<file path="src/rtl/sqs_pkg.sv">
// ----------------------------------------------------------------------------
// sqs_pkg
// Shared widths, reset values, register indexes and control types for the
// square, glide and noise clip generator.
// ----------------------------------------------------------------------------
package sqs_pkg;

   localparam int unsigned NOISE_HOLD_DEF = 8;
   localparam int unsigned PHASE_BITS_DEF = 24;

   localparam int unsigned STEP_W       = 24;
   localparam int unsigned SAMPLE_W     = 16;
   localparam int unsigned AMP_W        = 15;
   localparam int unsigned LEN_W        = 16;
   localparam int unsigned DUTY_W       = 9;
   localparam int unsigned DUTY_FRAC_W  = 8;
   localparam int unsigned MODE_W       = 2;
   localparam int unsigned LFSR_W       = 16;
   localparam int unsigned NOISE_W      = 17;
   localparam int unsigned CSR_IDX_W    = 3;
   localparam int unsigned CSR_DATA_W   = 16;
   localparam int unsigned MUL_A_W      = 31;
   localparam int unsigned MUL_B_W      = 16;
   localparam int unsigned PROD_W       = MUL_A_W + MUL_B_W;
   localparam int unsigned DVS_W        = 32;
   localparam int unsigned QUO_W        = 24;

   localparam logic [LFSR_W-1:0]  LFSR_TAPS   = 16'hB400;
   localparam logic [LFSR_W-1:0]  LFSR_RESET  = 16'd44257;
   localparam logic [NOISE_W:0]   NOISE_FULL  = 18'd65535;

   localparam logic [MODE_W-1:0]  MODE_RESET  = 2'd0;
   localparam logic [DUTY_W-1:0]  DUTY_RESET  = 9'd128;
   localparam logic [AMP_W-1:0]   AMP_RESET   = 15'd6553;
   localparam logic [LEN_W-1:0]   LEN_RESET   = 16'd2205;
   localparam logic [LFSR_W-1:0]  SEED_RESET  = 16'd44257;

   localparam logic [MODE_W-1:0]  MODE_CONST  = 2'd0;
   localparam logic [MODE_W-1:0]  MODE_GLIDE  = 2'd1;
   localparam logic [MODE_W-1:0]  MODE_NOISE  = 2'd2;

   localparam logic               CMD_TICK    = 1'b0;
   localparam logic               CMD_START   = 1'b1;

   typedef enum logic [CSR_IDX_W-1:0] {
      CSR_MODE        = 3'd0,
      CSR_DUTY        = 3'd1,
      CSR_AMPLITUDE   = 3'd2,
      CSR_NOTE_LENGTH = 3'd3,
      CSR_NOISE_SEED  = 3'd4
   } csr_index_type;

   typedef enum logic [1:0] {
      KIND_CONST,
      KIND_GLIDE,
      KIND_NOISE
   } kind_type;

   typedef enum logic [1:0] {
      MUL_AMP_REM,
      MUL_GLIDE,
      MUL_NOISE_AMP,
      MUL_PROD_REM
   } mul_sel_type;

   typedef struct packed {
      logic        accept_start;
      logic        accept_tick;
      logic        mul_en;
      mul_sel_type mul_sel;
      logic        div_start;
      logic        div_scaled;
      logic        glide_add;
      logic        load_mag;
      logic        out_load;
   } dp_cmd_type;

   typedef struct packed {
      logic     playing;
      kind_type kind;
      logic     div_done;
   } dp_status_type;

endpackage

</file>
<file path="src/rtl/sqs_if.sv">
// ----------------------------------------------------------------------------
// sqs_if
// Valid/ready channels: command items in, sample items out.
// ----------------------------------------------------------------------------
interface sqs_req_if;
   import sqs_pkg::*;

   logic              valid;
   logic              ready;
   logic              command;
   logic [STEP_W-1:0] start_step;
   logic [STEP_W-1:0] end_step;

   modport source (output valid, command, start_step, end_step, input ready);
   modport sink   (input valid, command, start_step, end_step, output ready);
endinterface

interface sqs_rsp_if;
   import sqs_pkg::*;

   logic                       valid;
   logic                       ready;
   logic signed [SAMPLE_W-1:0] sample;
   logic                       last_of_note;
   logic                       active;

   modport source (output valid, sample, last_of_note, active, input ready);
   modport sink   (input valid, sample, last_of_note, active, output ready);
endinterface

</file>
<file path="src/rtl/sqs_div.sv">
// ----------------------------------------------------------------------------
// sqs_div
// Restoring divider, one quotient bit per cycle. The quotient must fit in
// QUO_W bits, so the top dividend bits start as the partial remainder.
// ----------------------------------------------------------------------------
module sqs_div (
   input  logic                        clock,
   input  logic                        reset,
   input  logic                        start,
   input  logic [sqs_pkg::PROD_W-1:0]  dividend,
   input  logic [sqs_pkg::DVS_W-1:0]   divisor,
   output logic                        done,
   output logic [sqs_pkg::QUO_W-1:0]   quotient
);
   import sqs_pkg::*;

   localparam int unsigned CNT_W = $clog2(QUO_W);

   logic             busy_ff, busy_in;
   logic             done_ff, done_in;
   logic [CNT_W-1:0] cnt_ff, cnt_in;
   logic [DVS_W-1:0] rem_ff, rem_in;
   logic [DVS_W-1:0] dvs_ff, dvs_in;
   logic [QUO_W-1:0] dvq_ff, dvq_in;
   logic [DVS_W:0]   trial;
   logic [DVS_W:0]   diff;
   logic             fits;
   logic             last_step;

   assign trial     = {rem_ff, dvq_ff[QUO_W-1]};
   assign diff      = trial - {1'b0, dvs_ff};
   assign fits      = ~diff[DVS_W];
   assign last_step = (cnt_ff == CNT_W'(QUO_W - 1));

   always_comb begin
      busy_in = busy_ff;
      done_in = 1'b0;
      cnt_in  = cnt_ff;
      rem_in  = rem_ff;
      dvs_in  = dvs_ff;
      dvq_in  = dvq_ff;
      if (start) begin
         busy_in = 1'b1;
         cnt_in  = '0;
         rem_in  = DVS_W'(dividend[PROD_W-1:QUO_W]);
         dvq_in  = dividend[QUO_W-1:0];
         dvs_in  = divisor;
      end else if (busy_ff) begin
         rem_in = fits ? diff[DVS_W-1:0] : trial[DVS_W-1:0];
         dvq_in = {dvq_ff[QUO_W-2:0], fits};
         cnt_in = cnt_ff + CNT_W'(1);
         if (last_step) begin
            busy_in = 1'b0;
            done_in = 1'b1;
         end
      end
   end

   always_ff @(posedge clock) begin
      if (reset) begin
         busy_ff <= 1'b0;
         done_ff <= 1'b0;
         cnt_ff  <= '0;
      end else begin
         busy_ff <= busy_in;
         done_ff <= done_in;
         cnt_ff  <= cnt_in;
      end
      rem_ff <= rem_in;
      dvs_ff <= dvs_in;
      dvq_ff <= dvq_in;
   end

   assign done     = done_ff;
   assign quotient = dvq_ff;

`ifndef SYNTHESIS
   a_no_start_busy: assert property (@(posedge clock) disable iff (reset)
      start |-> !busy_ff)
      else $error("divider started while busy");
   a_done_after_last: assert property (@(posedge clock) disable iff (reset)
      (busy_ff && last_step && !start) |=> (done_ff && !busy_ff))
      else $error("divider did not finish after last step");
   a_done_from_busy: assert property (@(posedge clock) disable iff (reset)
      done_ff |-> $past(busy_ff))
      else $error("divider done without a running division");
`endif

endmodule

</file>
<file path="src/rtl/sqs_dp.sv">
// ----------------------------------------------------------------------------
// sqs_dp
// Datapath: control registers, note state, phase and noise generators,
// shared multiplier, divider and the output register.
// ----------------------------------------------------------------------------
module sqs_dp #(
   parameter int unsigned NOISE_HOLD = sqs_pkg::NOISE_HOLD_DEF,
   parameter int unsigned PHASE_BITS = sqs_pkg::PHASE_BITS_DEF
) (
   input  logic                              clock,
   input  logic                              reset,
   input  logic                              csr_write_en,
   input  logic [sqs_pkg::CSR_IDX_W-1:0]     csr_index,
   input  logic [sqs_pkg::CSR_DATA_W-1:0]    csr_wdata,
   input  logic [sqs_pkg::STEP_W-1:0]        req_start_step,
   input  logic [sqs_pkg::STEP_W-1:0]        req_end_step,
   input  sqs_pkg::dp_cmd_type               cmd,
   output sqs_pkg::dp_status_type            status,
   output logic signed [sqs_pkg::SAMPLE_W-1:0] rsp_sample,
   output logic                              rsp_last_of_note,
   output logic                              rsp_active
);
   import sqs_pkg::*;

   localparam int unsigned HOLD_W = (NOISE_HOLD > 1) ? $clog2(NOISE_HOLD) : 1;

   // control registers
   logic [MODE_W-1:0]   mode_ff, mode_in;
   logic [DUTY_W-1:0]   duty_ff, duty_in;
   logic [AMP_W-1:0]    amp_ff, amp_in;
   logic [LEN_W-1:0]    note_len_ff, note_len_in;
   logic [LFSR_W-1:0]   seed_ff, seed_in;

   // note state
   logic [PHASE_BITS-1:0] phase_ff, phase_in;
   logic [LEN_W-1:0]      idx_ff, idx_in;
   logic                  playing_ff, playing_in;
   logic [STEP_W-1:0]     start_step_ff, start_step_in;
   logic [STEP_W-1:0]     end_step_ff, end_step_in;
   logic [LFSR_W-1:0]     lfsr_ff, lfsr_in;
   logic signed [NOISE_W-1:0] held_ff, held_in;
   logic [HOLD_W-1:0]     hold_ff, hold_in;

   // per item working registers
   logic [LEN_W-1:0]    rem_ff, rem_in;
   logic [LEN_W-1:0]    k_ff, k_in;
   logic [LFSR_W-1:0]   habs_ff, habs_in;
   logic [PROD_W-1:0]   prod_ff, prod_in;
   logic [AMP_W-1:0]    mag_ff, mag_in;
   logic                neg_ff, neg_in;
   logic                work_last_ff, work_last_in;
   logic                work_active_ff, work_active_in;

   // output register
   logic signed [SAMPLE_W-1:0] sample_ff, sample_in;
   logic                       last_out_ff, last_out_in;
   logic                       active_out_ff, active_out_in;

   logic [LEN_W-1:0]    len;
   logic                idx_below;
   logic [LEN_W-1:0]    rem;
   logic [LEN_W-1:0]    k_clamp;
   logic [LEN_W:0]      idx_inc;
   logic                last_hit;
   kind_type            kind;

   logic [STEP_W+PHASE_BITS-1:0] start_wide;
   logic [STEP_W+PHASE_BITS-1:0] glide_wide;
   logic [PHASE_BITS-1:0]        phase_const;
   logic [PHASE_BITS-1:0]        phase_glide;
   logic                         glide_up;
   logic [STEP_W-1:0]            glide_diff;
   logic [STEP_W-1:0]            glide_step;

   logic [LFSR_W-1:0]         lfsr_step;
   logic signed [NOISE_W:0]   draw_wide;
   logic signed [NOISE_W-1:0] held_draw;
   logic signed [NOISE_W-1:0] held_use;
   logic signed [NOISE_W-1:0] held_abs;
   logic [HOLD_W:0]           hold_sum;
   logic [HOLD_W-1:0]         hold_next;

   logic [MUL_A_W-1:0]  mul_a;
   logic [MUL_B_W-1:0]  mul_b;
   logic [DVS_W-1:0]    divisor;
   logic                div_done;
   logic [QUO_W-1:0]    div_q;
   logic signed [SAMPLE_W-1:0] mag_s;

   function automatic logic square_high(input logic [PHASE_BITS-1:0] ph,
                                        input logic [DUTY_W-1:0] d);
      return {1'b0, ph[PHASE_BITS-1 -: DUTY_FRAC_W]} < d;
   endfunction

   // envelope terms
   assign len       = (note_len_ff == '0) ? LEN_W'(1) : note_len_ff;
   assign idx_below = idx_ff < len;
   assign rem       = idx_below ? (len - idx_ff) : '0;
   assign k_clamp   = idx_below ? idx_ff : len;
   assign idx_inc   = {1'b0, idx_ff} + (LEN_W + 1)'(1);
   assign last_hit  = idx_inc >= {1'b0, len};

   always_comb begin
      case (mode_ff)
         MODE_GLIDE: kind = KIND_GLIDE;
         MODE_NOISE: kind = KIND_NOISE;
         default:    kind = KIND_CONST;
      endcase
   end

   // phase
   assign start_wide  = {{PHASE_BITS{1'b0}}, start_step_ff};
   assign phase_const = phase_ff + start_wide[PHASE_BITS-1:0];
   assign glide_up    = end_step_ff >= start_step_ff;
   assign glide_diff  = glide_up ? (end_step_ff - start_step_ff)
                                 : (start_step_ff - end_step_ff);
   assign glide_step  = glide_up ? (start_step_ff + div_q) : (start_step_ff - div_q);
   assign glide_wide  = {{PHASE_BITS{1'b0}}, glide_step};
   assign phase_glide = phase_ff + glide_wide[PHASE_BITS-1:0];

   // noise
   assign lfsr_step = lfsr_ff[0] ? ((lfsr_ff >> 1) ^ LFSR_TAPS) : (lfsr_ff >> 1);
   assign draw_wide = $signed({2'b00, lfsr_step}) + $signed({2'b00, lfsr_step})
                      - $signed(NOISE_FULL);
   assign held_draw = draw_wide[NOISE_W-1:0];
   assign held_use  = (hold_ff == '0) ? held_draw : held_ff;
   assign held_abs  = held_use[NOISE_W-1] ? -held_use : held_use;
   assign hold_sum  = {1'b0, hold_ff} + (HOLD_W + 1)'(1);
   assign hold_next = (hold_sum >= (HOLD_W + 1)'(NOISE_HOLD)) ? '0 : hold_sum[HOLD_W-1:0];

   // shared multiplier operands
   always_comb begin
      case (cmd.mul_sel)
         MUL_GLIDE: begin
            mul_a = MUL_A_W'(glide_diff);
            mul_b = k_ff;
         end
         MUL_NOISE_AMP: begin
            mul_a = MUL_A_W'(habs_ff);
            mul_b = MUL_B_W'(amp_ff);
         end
         MUL_PROD_REM: begin
            mul_a = prod_ff[MUL_A_W-1:0];
            mul_b = rem_ff;
         end
         default: begin
            mul_a = MUL_A_W'(amp_ff);
            mul_b = rem_ff;
         end
      endcase
   end

   assign divisor = cmd.div_scaled ? (DVS_W'({len, 16'h0000}) - DVS_W'(len)) : DVS_W'(len);
   assign mag_s   = {1'b0, mag_ff};

   always_comb begin
      mode_in        = mode_ff;
      duty_in        = duty_ff;
      amp_in         = amp_ff;
      note_len_in    = note_len_ff;
      seed_in        = seed_ff;
      phase_in       = phase_ff;
      idx_in         = idx_ff;
      playing_in     = playing_ff;
      start_step_in  = start_step_ff;
      end_step_in    = end_step_ff;
      lfsr_in        = lfsr_ff;
      held_in        = held_ff;
      hold_in        = hold_ff;
      rem_in         = rem_ff;
      k_in           = k_ff;
      habs_in        = habs_ff;
      prod_in        = prod_ff;
      mag_in         = mag_ff;
      neg_in         = neg_ff;
      work_last_in   = work_last_ff;
      work_active_in = work_active_ff;
      sample_in      = sample_ff;
      last_out_in    = last_out_ff;
      active_out_in  = active_out_ff;

      if (csr_write_en) begin
         unique case (csr_index)
            CSR_MODE:        mode_in     = csr_wdata[MODE_W-1:0];
            CSR_DUTY:        duty_in     = csr_wdata[DUTY_W-1:0];
            CSR_AMPLITUDE:   amp_in      = csr_wdata[AMP_W-1:0];
            CSR_NOTE_LENGTH: note_len_in = csr_wdata[LEN_W-1:0];
            CSR_NOISE_SEED:  seed_in     = csr_wdata[LFSR_W-1:0];
            default: ;
         endcase
      end

      if (cmd.accept_start) begin
         start_step_in = req_start_step;
         end_step_in   = req_end_step;
         phase_in      = '0;
         idx_in        = '0;
         hold_in       = '0;
         held_in       = '0;
         lfsr_in       = (seed_ff == '0) ? LFSR_W'(1) : seed_ff;
         playing_in    = 1'b1;
      end

      if (cmd.accept_tick) begin
         work_active_in = playing_ff;
         work_last_in   = playing_ff & last_hit;
         rem_in         = rem;
         k_in           = k_clamp;
         if (!playing_ff) begin
            mag_in = '0;
            neg_in = 1'b0;
         end else begin
            idx_in = idx_inc[LEN_W-1:0];
            if (last_hit) begin
               playing_in = 1'b0;
            end
            case (kind)
               KIND_NOISE: begin
                  if (hold_ff == '0) begin
                     lfsr_in = lfsr_step;
                     held_in = held_draw;
                  end
                  hold_in = hold_next;
                  neg_in  = held_use[NOISE_W-1];
                  habs_in = held_abs[LFSR_W-1:0];
               end
               KIND_GLIDE: ;
               default: begin
                  neg_in   = ~square_high(phase_ff, duty_ff);
                  phase_in = phase_const;
               end
            endcase
         end
      end

      if (cmd.mul_en) begin
         prod_in = PROD_W'(mul_a) * PROD_W'(mul_b);
      end

      if (cmd.glide_add) begin
         phase_in = phase_glide;
         neg_in   = ~square_high(phase_glide, duty_ff);
      end

      if (cmd.load_mag) begin
         mag_in = div_q[AMP_W-1:0];
      end

      if (cmd.out_load) begin
         sample_in     = neg_ff ? -mag_s : mag_s;
         last_out_in   = work_last_ff;
         active_out_in = work_active_ff;
      end
   end

   always_ff @(posedge clock) begin
      if (reset) begin
         mode_ff       <= MODE_RESET;
         duty_ff       <= DUTY_RESET;
         amp_ff        <= AMP_RESET;
         note_len_ff   <= LEN_RESET;
         seed_ff       <= SEED_RESET;
         phase_ff      <= '0;
         idx_ff        <= '0;
         playing_ff    <= 1'b0;
         start_step_ff <= '0;
         end_step_ff   <= '0;
         lfsr_ff       <= LFSR_RESET;
         held_ff       <= '0;
         hold_ff       <= '0;
      end else begin
         mode_ff       <= mode_in;
         duty_ff       <= duty_in;
         amp_ff        <= amp_in;
         note_len_ff   <= note_len_in;
         seed_ff       <= seed_in;
         phase_ff      <= phase_in;
         idx_ff        <= idx_in;
         playing_ff    <= playing_in;
         start_step_ff <= start_step_in;
         end_step_ff   <= end_step_in;
         lfsr_ff       <= lfsr_in;
         held_ff       <= held_in;
         hold_ff       <= hold_in;
      end
      rem_ff         <= rem_in;
      k_ff           <= k_in;
      habs_ff        <= habs_in;
      prod_ff        <= prod_in;
      mag_ff         <= mag_in;
      neg_ff         <= neg_in;
      work_last_ff   <= work_last_in;
      work_active_ff <= work_active_in;
      sample_ff      <= sample_in;
      last_out_ff    <= last_out_in;
      active_out_ff  <= active_out_in;
   end

   sqs_div u_div (
      .clock    (clock),
      .reset    (reset),
      .start    (cmd.div_start),
      .dividend (prod_ff),
      .divisor  (divisor),
      .done     (div_done),
      .quotient (div_q)
   );

   assign status.playing  = playing_ff;
   assign status.kind     = kind;
   assign status.div_done = div_done;

   assign rsp_sample       = sample_ff;
   assign rsp_last_of_note = last_out_ff;
   assign rsp_active       = active_out_ff;

endmodule

</file>
<file path="src/rtl/sqs_ctrl.sv">
// ----------------------------------------------------------------------------
// sqs_ctrl
// Sequencer: takes one item at a time, steps the datapath through the
// multiply and divide passes and owns the result valid.
// ----------------------------------------------------------------------------
module sqs_ctrl (
   input  logic                   clock,
   input  logic                   reset,
   input  logic                   req_valid,
   input  logic                   req_command,
   output logic                   req_ready,
   input  logic                   rsp_ready,
   output logic                   rsp_valid,
   output sqs_pkg::dp_cmd_type    cmd,
   input  sqs_pkg::dp_status_type status
);
   import sqs_pkg::*;

   typedef enum logic [3:0] {
      S_IDLE,
      S_MUL_G,
      S_DIV_G,
      S_WAIT_G,
      S_MUL_N1,
      S_MUL_N2,
      S_MUL_A,
      S_DIV_M,
      S_WAIT_M,
      S_OUT
   } state_type;

   state_type state_ff, state_in;
   logic      noise_ff, noise_in;
   logic      rsp_valid_ff, rsp_valid_in;
   logic      accept;

   assign req_ready = (state_ff == S_IDLE);
   assign accept    = req_valid & req_ready;

   always_comb begin
      cmd          = '0;
      state_in     = state_ff;
      noise_in     = noise_ff;
      rsp_valid_in = rsp_valid_ff & ~rsp_ready;
      unique case (state_ff)
         S_IDLE: begin
            if (accept) begin
               if (req_command == CMD_START) begin
                  cmd.accept_start = 1'b1;
               end else begin
                  cmd.accept_tick = 1'b1;
                  noise_in        = (status.kind == KIND_NOISE);
                  if (!status.playing) begin
                     state_in = S_OUT;
                  end else begin
                     case (status.kind)
                        KIND_GLIDE: state_in = S_MUL_G;
                        KIND_NOISE: state_in = S_MUL_N1;
                        default:    state_in = S_MUL_A;
                     endcase
                  end
               end
            end
         end
         S_MUL_G: begin
            cmd.mul_en  = 1'b1;
            cmd.mul_sel = MUL_GLIDE;
            state_in    = S_DIV_G;
         end
         S_DIV_G: begin
            cmd.div_start = 1'b1;
            state_in      = S_WAIT_G;
         end
         S_WAIT_G: begin
            if (status.div_done) begin
               cmd.glide_add = 1'b1;
               state_in      = S_MUL_A;
            end
         end
         S_MUL_N1: begin
            cmd.mul_en  = 1'b1;
            cmd.mul_sel = MUL_NOISE_AMP;
            state_in    = S_MUL_N2;
         end
         S_MUL_N2: begin
            cmd.mul_en  = 1'b1;
            cmd.mul_sel = MUL_PROD_REM;
            state_in    = S_DIV_M;
         end
         S_MUL_A: begin
            cmd.mul_en  = 1'b1;
            cmd.mul_sel = MUL_AMP_REM;
            state_in    = S_DIV_M;
         end
         S_DIV_M: begin
            cmd.div_start  = 1'b1;
            cmd.div_scaled = noise_ff;
            state_in       = S_WAIT_M;
         end
         S_WAIT_M: begin
            if (status.div_done) begin
               cmd.load_mag = 1'b1;
               state_in     = S_OUT;
            end
         end
         S_OUT: begin
            if (!rsp_valid_ff || rsp_ready) begin
               cmd.out_load = 1'b1;
               rsp_valid_in = 1'b1;
               state_in     = S_IDLE;
            end
         end
         default: state_in = S_IDLE;
      endcase
   end

   always_ff @(posedge clock) begin
      if (reset) begin
         state_ff     <= S_IDLE;
         noise_ff     <= 1'b0;
         rsp_valid_ff <= 1'b0;
      end else begin
         state_ff     <= state_in;
         noise_ff     <= noise_in;
         rsp_valid_ff <= rsp_valid_in;
      end
   end

   assign rsp_valid = rsp_valid_ff;

`ifndef SYNTHESIS
   a_done_in_wait: assert property (@(posedge clock) disable iff (reset)
      status.div_done |-> (state_ff == S_WAIT_G || state_ff == S_WAIT_M))
      else $error("divider finished outside a wait state");
   a_no_overwrite: assert property (@(posedge clock) disable iff (reset)
      cmd.out_load |-> (!rsp_valid_ff || rsp_ready))
      else $error("output register overwritten while item pending");
   a_tick_busy: assert property (@(posedge clock) disable iff (reset)
      (accept && req_command == CMD_TICK && status.playing) |=>
         (state_ff != S_IDLE && state_ff != S_OUT))
      else $error("playing tick did not start the datapath");
`endif

endmodule

</file>
<file path="src/rtl/square_sweep_noise_clip_synth.sv">
// ----------------------------------------------------------------------------
// square_sweep_noise_clip_synth
// Square tone, pitch glide and held noise clip generator with linear decay.
//
// req channel: command 1 starts a note (start_step, end_step), command 0 is a
// sample tick. Each tick gives exactly one rsp item; a start gives none.
// csr port: write mode, duty, amplitude, note_length, noise_seed by index;
// writes take effect at once and are expected only while the block is idle.
// One item is in work at a time. A start command is taken in the idle state
// and gives no result. A tick with no note playing goes straight to the
// output state. Tone and noise ticks pass once through a bit-serial divider
// for the magnitude, which sets the rate; glide mode runs it twice per
// sample, once for the glide step and once for the magnitude.
// The result sits in an output register; a new item is accepted while it
// waits, and a finished item is held until rsp.ready frees the register.
// Reset (synchronous) restores the register defaults, stops any note and
// empties the output register; no clearing pass is needed.
// ----------------------------------------------------------------------------
module square_sweep_noise_clip_synth #(
   parameter int unsigned NOISE_HOLD = sqs_pkg::NOISE_HOLD_DEF,
   parameter int unsigned PHASE_BITS = sqs_pkg::PHASE_BITS_DEF
) (
   input  logic                            clock,
   input  logic                            reset,
   sqs_req_if.sink                         req,
   sqs_rsp_if.source                       rsp,
   input  logic                            csr_write_en,
   input  logic [sqs_pkg::CSR_IDX_W-1:0]   csr_index,
   input  logic [sqs_pkg::CSR_DATA_W-1:0]  csr_wdata
);
   import sqs_pkg::*;

   dp_cmd_type    cmd;
   dp_status_type status;

   sqs_ctrl u_ctrl (
      .clock       (clock),
      .reset       (reset),
      .req_valid   (req.valid),
      .req_command (req.command),
      .req_ready   (req.ready),
      .rsp_ready   (rsp.ready),
      .rsp_valid   (rsp.valid),
      .cmd         (cmd),
      .status      (status)
   );

   sqs_dp #(
      .NOISE_HOLD (NOISE_HOLD),
      .PHASE_BITS (PHASE_BITS)
   ) u_dp (
      .clock            (clock),
      .reset            (reset),
      .csr_write_en     (csr_write_en),
      .csr_index        (csr_index),
      .csr_wdata        (csr_wdata),
      .req_start_step   (req.start_step),
      .req_end_step     (req.end_step),
      .cmd              (cmd),
      .status           (status),
      .rsp_sample       (rsp.sample),
      .rsp_last_of_note (rsp.last_of_note),
      .rsp_active       (rsp.active)
   );

endmodule

</file>
<file path="src/flat_wrapper.sv">
// flat-port wrapper written by rule: the top's interface ports become plain ports
module square_sweep_noise_clip_synth_flat import sqs_pkg::*;
#(
   parameter int unsigned NOISE_HOLD = sqs_pkg::NOISE_HOLD_DEF,
   parameter int unsigned PHASE_BITS = sqs_pkg::PHASE_BITS_DEF
)
  (clock, reset, csr_write_en, csr_index, csr_wdata, req_valid, req_command, req_start_step, req_end_step, req_ready, rsp_valid, rsp_sample, rsp_last_of_note, rsp_active, rsp_ready);
  sqs_req_if req_i ();
  sqs_rsp_if rsp_i ();
  input  logic clock;
  input  logic reset;
  input  logic csr_write_en;
  input  logic [sqs_pkg::CSR_IDX_W-1:0] csr_index;
  input  logic [sqs_pkg::CSR_DATA_W-1:0] csr_wdata;
  input wire logic [$bits(req_i.valid)-1:0] req_valid;
  input wire logic [$bits(req_i.command)-1:0] req_command;
  input wire logic [$bits(req_i.start_step)-1:0] req_start_step;
  input wire logic [$bits(req_i.end_step)-1:0] req_end_step;
  output wire logic [$bits(req_i.ready)-1:0] req_ready;
  output wire logic [$bits(rsp_i.valid)-1:0] rsp_valid;
  output wire logic [$bits(rsp_i.sample)-1:0] rsp_sample;
  output wire logic [$bits(rsp_i.last_of_note)-1:0] rsp_last_of_note;
  output wire logic [$bits(rsp_i.active)-1:0] rsp_active;
  input wire logic [$bits(rsp_i.ready)-1:0] rsp_ready;
  assign req_i.valid = req_valid;
  assign req_i.command = req_command;
  assign req_i.start_step = req_start_step;
  assign req_i.end_step = req_end_step;
  assign req_ready = req_i.ready;
  assign rsp_valid = rsp_i.valid;
  assign rsp_sample = rsp_i.sample;
  assign rsp_last_of_note = rsp_i.last_of_note;
  assign rsp_active = rsp_i.active;
  assign rsp_i.ready = rsp_ready;
  square_sweep_noise_clip_synth #(.NOISE_HOLD(NOISE_HOLD), .PHASE_BITS(PHASE_BITS)) u_core (.clock(clock), .reset(reset), .req(req_i), .rsp(rsp_i), .csr_write_en(csr_write_en), .csr_index(csr_index), .csr_wdata(csr_wdata));
endmodule
</file>
<file path="config.mk">
export PLATFORM = sky130hd
export DESIGN_NAME = square_sweep_noise_clip_synth_flat
export DESIGN_NICKNAME = d
export VERILOG_FILES = /design/src/rtl/sqs_pkg.sv /design/src/rtl/sqs_if.sv /design/src/rtl/sqs_div.sv /design/src/rtl/sqs_dp.sv /design/src/rtl/sqs_ctrl.sv /design/src/rtl/square_sweep_noise_clip_synth.sv /design/src/flat_wrapper.sv
export SDC_FILE = /design/constraint.sdc
export NUM_CORES = 2
export LEC_CHECK = 0
export BUFFER_PORTS_ARGS = -buffer_cell sky130_fd_sc_hd__buf_4
export CORE_MARGIN = 10
export CORE_UTILIZATION = 59
export DETAILED_ROUTE_END_ITERATION = 8
export PLACE_DENSITY = 0.89
export SETUP_SLACK_MARGIN = 0.1
export SKIP_CTS_REPAIR_TIMING = 1
export SLEW_MARGIN = 10
export SYNTH_ARGS = -nofsm -noshare
export SYNTH_HDL_FRONTEND = slang
export SYNTH_SLANG_ARGS = --single-unit
export TNS_END_PERCENT = 30
</file>
<file path="constraint.sdc">
create_clock -name clock -period 9.7 [get_ports clock]
set_clock_uncertainty 0.15 [all_clocks]
set_input_delay 1.455 -clock clock [delete_from_list [all_inputs] [get_ports clock]]
set_output_delay 1.455 -clock clock [all_outputs]
set_load 0.01 [all_outputs]
</file>
==> impl_metrics.tcl <==
set metrics [dict create \
    status "finished, final reports clean" \
    drv_cap 0 \
    dp.final_hpwl_mm 110.2 \
    syn_nets 6019 \
    fp-row-count 99 \
    wl_mm 143.0 \
    grt_pass1_vias 39710 \
    grt-ovfl-total 0 \
    via_count 40070 \
    synth_edf_count 210 \
    worstPathMaxFanout 10 \
    path_buf_inv 9 \
    synthesis.area_mm2 0.04379 \
    synthMuxAreaShare_pct 1.814 \
    required_ns 9.90 \
    synth_ff_type "edfxtp_1" \
    crit_path_frequent_cell "fa_1" \
    start_util_pct 59.82 \
    critical_path.top_delay_family "adder cells" \
    clkLatencyLatePin_ns 0.60 \
    max_stage_delay_ns 0.58 \
    fmax_ghz 0.1065 \
    critPathSlowestCell "fa_1" \
    synth-compound-area-share_pct 15.05 \
    yosys_warnings 0 \
    grt_max_degree 100 \
    hold_path.class "register to register" \
    clock-root-buffer "clkbuf_16" \
    n_fill_cell 5645 \
    drt_iter0_drc 5445 \
    yosys.area_share.simple_pct 18.65 \
    final_cells 6336 \
    hold_violations 0 \
    drtAntennaViolNets 0 \
    rsz0062_at_grt "no" \
    post-place-cells 6228 \
    syn_inst 5208 \
    dieArea_mm2 0.08552 \
    first_pass_iters 7 \
    cts_buffer_depth 3 \
    via_per_inst 6.324 \
    synth_top_area_share_pct 18.79 \
    worstPathArrival_ns 9.59 \
    avgSynthCellArea_um2 8.408 \
    yosysTopAreaCell "fa_1" \
    drive_gt1_share_pct 10.39 \
    cts.sinks 415 \
    placeableCoreArea_mm2 0.07321 \
    htreeDepth 2 \
    worstMarginPinSlew_ns 1.269 \
    ys_seq_elements 415 \
    slew_viol_final 0 \
    clk_pin_slew_ns 0.06 \
    fin_nets 6150 \
    period_share_pct 96.77 \
    yosys-top-cells-area "fa_1, edfxtp_1, dfxtp_1" \
    place.port_buffers 92 \
    ys_types 88 \
    relSlewSlack_pct 15.01 \
    antenna_found_initial 2 \
    synth_top_family_by_area "adder cells" \
    syn_to_final_growth_pct 11.33 \
    min_period_ns 9.387 \
    finalSetupViolCount 0 \
    grt.total_usage_pct 32.55 \
    critPathKind "register to register" \
    async_flop_share_pct 0 \
    gp_congestion 1.047 \
    cp-end-kind "register" \
    startpoint_type "register" \
    synthAdderAreaFrac_pct 28.13 \
    grt_pass1_wl_mm 220.5 \
    yosysSeqAreaShare_pct 23.77 \
    io_pins 93 \
    synthXorXnorAreaFrac_pct 4.803 \
    cts_tree "built" \
    numCtsBuffers 43 \
    drc_errors 0 \
    die_h_um 292.4 \
    routedWlPerCell_um 22.57 \
    die_x_um 292.4 \
]
path summary, 6_finish.rpt:
| path | startpoint | endpoint | slack (ns) | cells after the start |
|---|---|---|---|---|
| setup / recovery | u_core.u_dp.start_step_ff[17] | u_core.u_dp.prod_ff[45] | 0.31 | 37 |
| setup reg to reg | u_core.u_dp.start_step_ff[17] | u_core.u_dp.prod_ff[45] | 0.31 | 37 |
| hold reg to reg | u_core.u_dp.work_active_ff | u_core.u_dp.rsp_active | 0.28 | 0 |
| hold / removal | u_core.u_dp.work_active_ff | u_core.u_dp.rsp_active | 0.28 | 0 |
logic make-up (layout without fill, tap and decap cells):
logic type	count (synthesis)	count (layout)
other	0	4
adders and majority gates	738	738
muxes	78	78
AOI/OAI and AO/OA	1034	1034
buffers and inverters	894	1059
and+or+nand+nor	1811	1811
xor gates and xnor gates	238	238
DFF	415	415
registers in the layout, summed over array words and instances (netlist names), 17 cells and up:
name,flops
u_core.u_dp.u_div.rem_ff,32
u_core.u_dp.start_step_ff,24
u_core.u_dp.held_ff,17
u_core.u_dp.phase_ff,24
u_core.u_dp.prod_ff,47
u_core.u_dp.end_step_ff,24
u_core.u_dp.u_div.quotient,24
u_core.u_dp.u_div.dvs_ff,32
through the flow:
stage / setup slack, ns / hold slack (ns) / TNS (ns) / cell area, µm² / utilization (%)
floorplan: 0.6484 / 0.2503 / 0 / 43790 / -
global route: 0.04067 / 0.2786 / 0 / 48740 / 66.58
finish: 0.3132 / 0.2760 / 0 / 48750 / 66.60
global placement: -0.07975 / 0.2563 / -0.07975 / 46600 / 63.65
CTS: -0.4277 / 0.2712 / -1.865 / 48120 / 65.74
detailed placement: -0.3420 / 0.2688 / -1.504 / 46600 / 63.65
per-layer routing:
| metal | share of wire, % | up-vias | wire [µm] | track usage, % |
|---|---|---|---|---|
| li1 | - | 17740 | - | - |
| met1 | 36 | 19090 | 52180 | 40.00 |
| met2 | 45 | 2563 | 63660 | 51.47 |
| met3 | 12 | 681 | 17160 | 8.208 |
| met4 | 7.0 | 2 | 9971 | 19.26 |
| met5 | 0.022 | - | 32 | 0 |
cells in the mapped netlist, types with 17 or more instances:
library cell,instances
o21a_1,38
nor3_1,80
o31ai_1,18
xnor2_1,174
mux2i_1,67
a211o_1,19
a311oi_1,17
nand3b_1,24
nand4_1,30
or4_1,17
edfxtp_1,210
buf_1,18
nand2b_1,50
or3_1,33
a21o_1,104
a211oi_1,44
ha_1,327
a31oi_1,55
nor2b_1,46
nor4_1,20
nand3_1,137
and3_1,55
nand2_1,787
xor2_1,63
o21bai_1,27
a22oi_1,23
buf_2,21
clkbuf_1,218
or2_2,19
a21oi_1,357
fa_1,411
o21ai_0,167
o211ai_1,24
nor2_1,417
inv_1,629
and2_1,72
dfxtp_1,205
cells in the final DEF, fill, tap and decap left out, types with 172 or more instances in the layout:
| cell type | n |
|---|---|
| nand2_1 | 786 |
| inv_1 | 628 |
| nor2_1 | 414 |
| fa_1 | 407 |
| a21oi_1 | 339 |
| buf_4 | 332 |
| ha_1 | 320 |
| edfxtp_1 | 210 |
| dfxtp_1 | 204 |
| xnor2_1 | 172 |
cell type report:
class	instances	area (µm²)	share of cell area, %
timing repair buffer	349	2799	5.741
inverter	631	2369	4.858
clock buffer	54	1200	2.461
clock inverter	25	325.3	0.6673
multi-input combinational	3899	30440	62.44
sequential	415	10410	21.35
tap	959	1200	2.461
antenna	4	10.01	0.02053
Power is not shown: default switching activity piles up to over one toggle a cycle in this logic, so the estimate is an artifact.
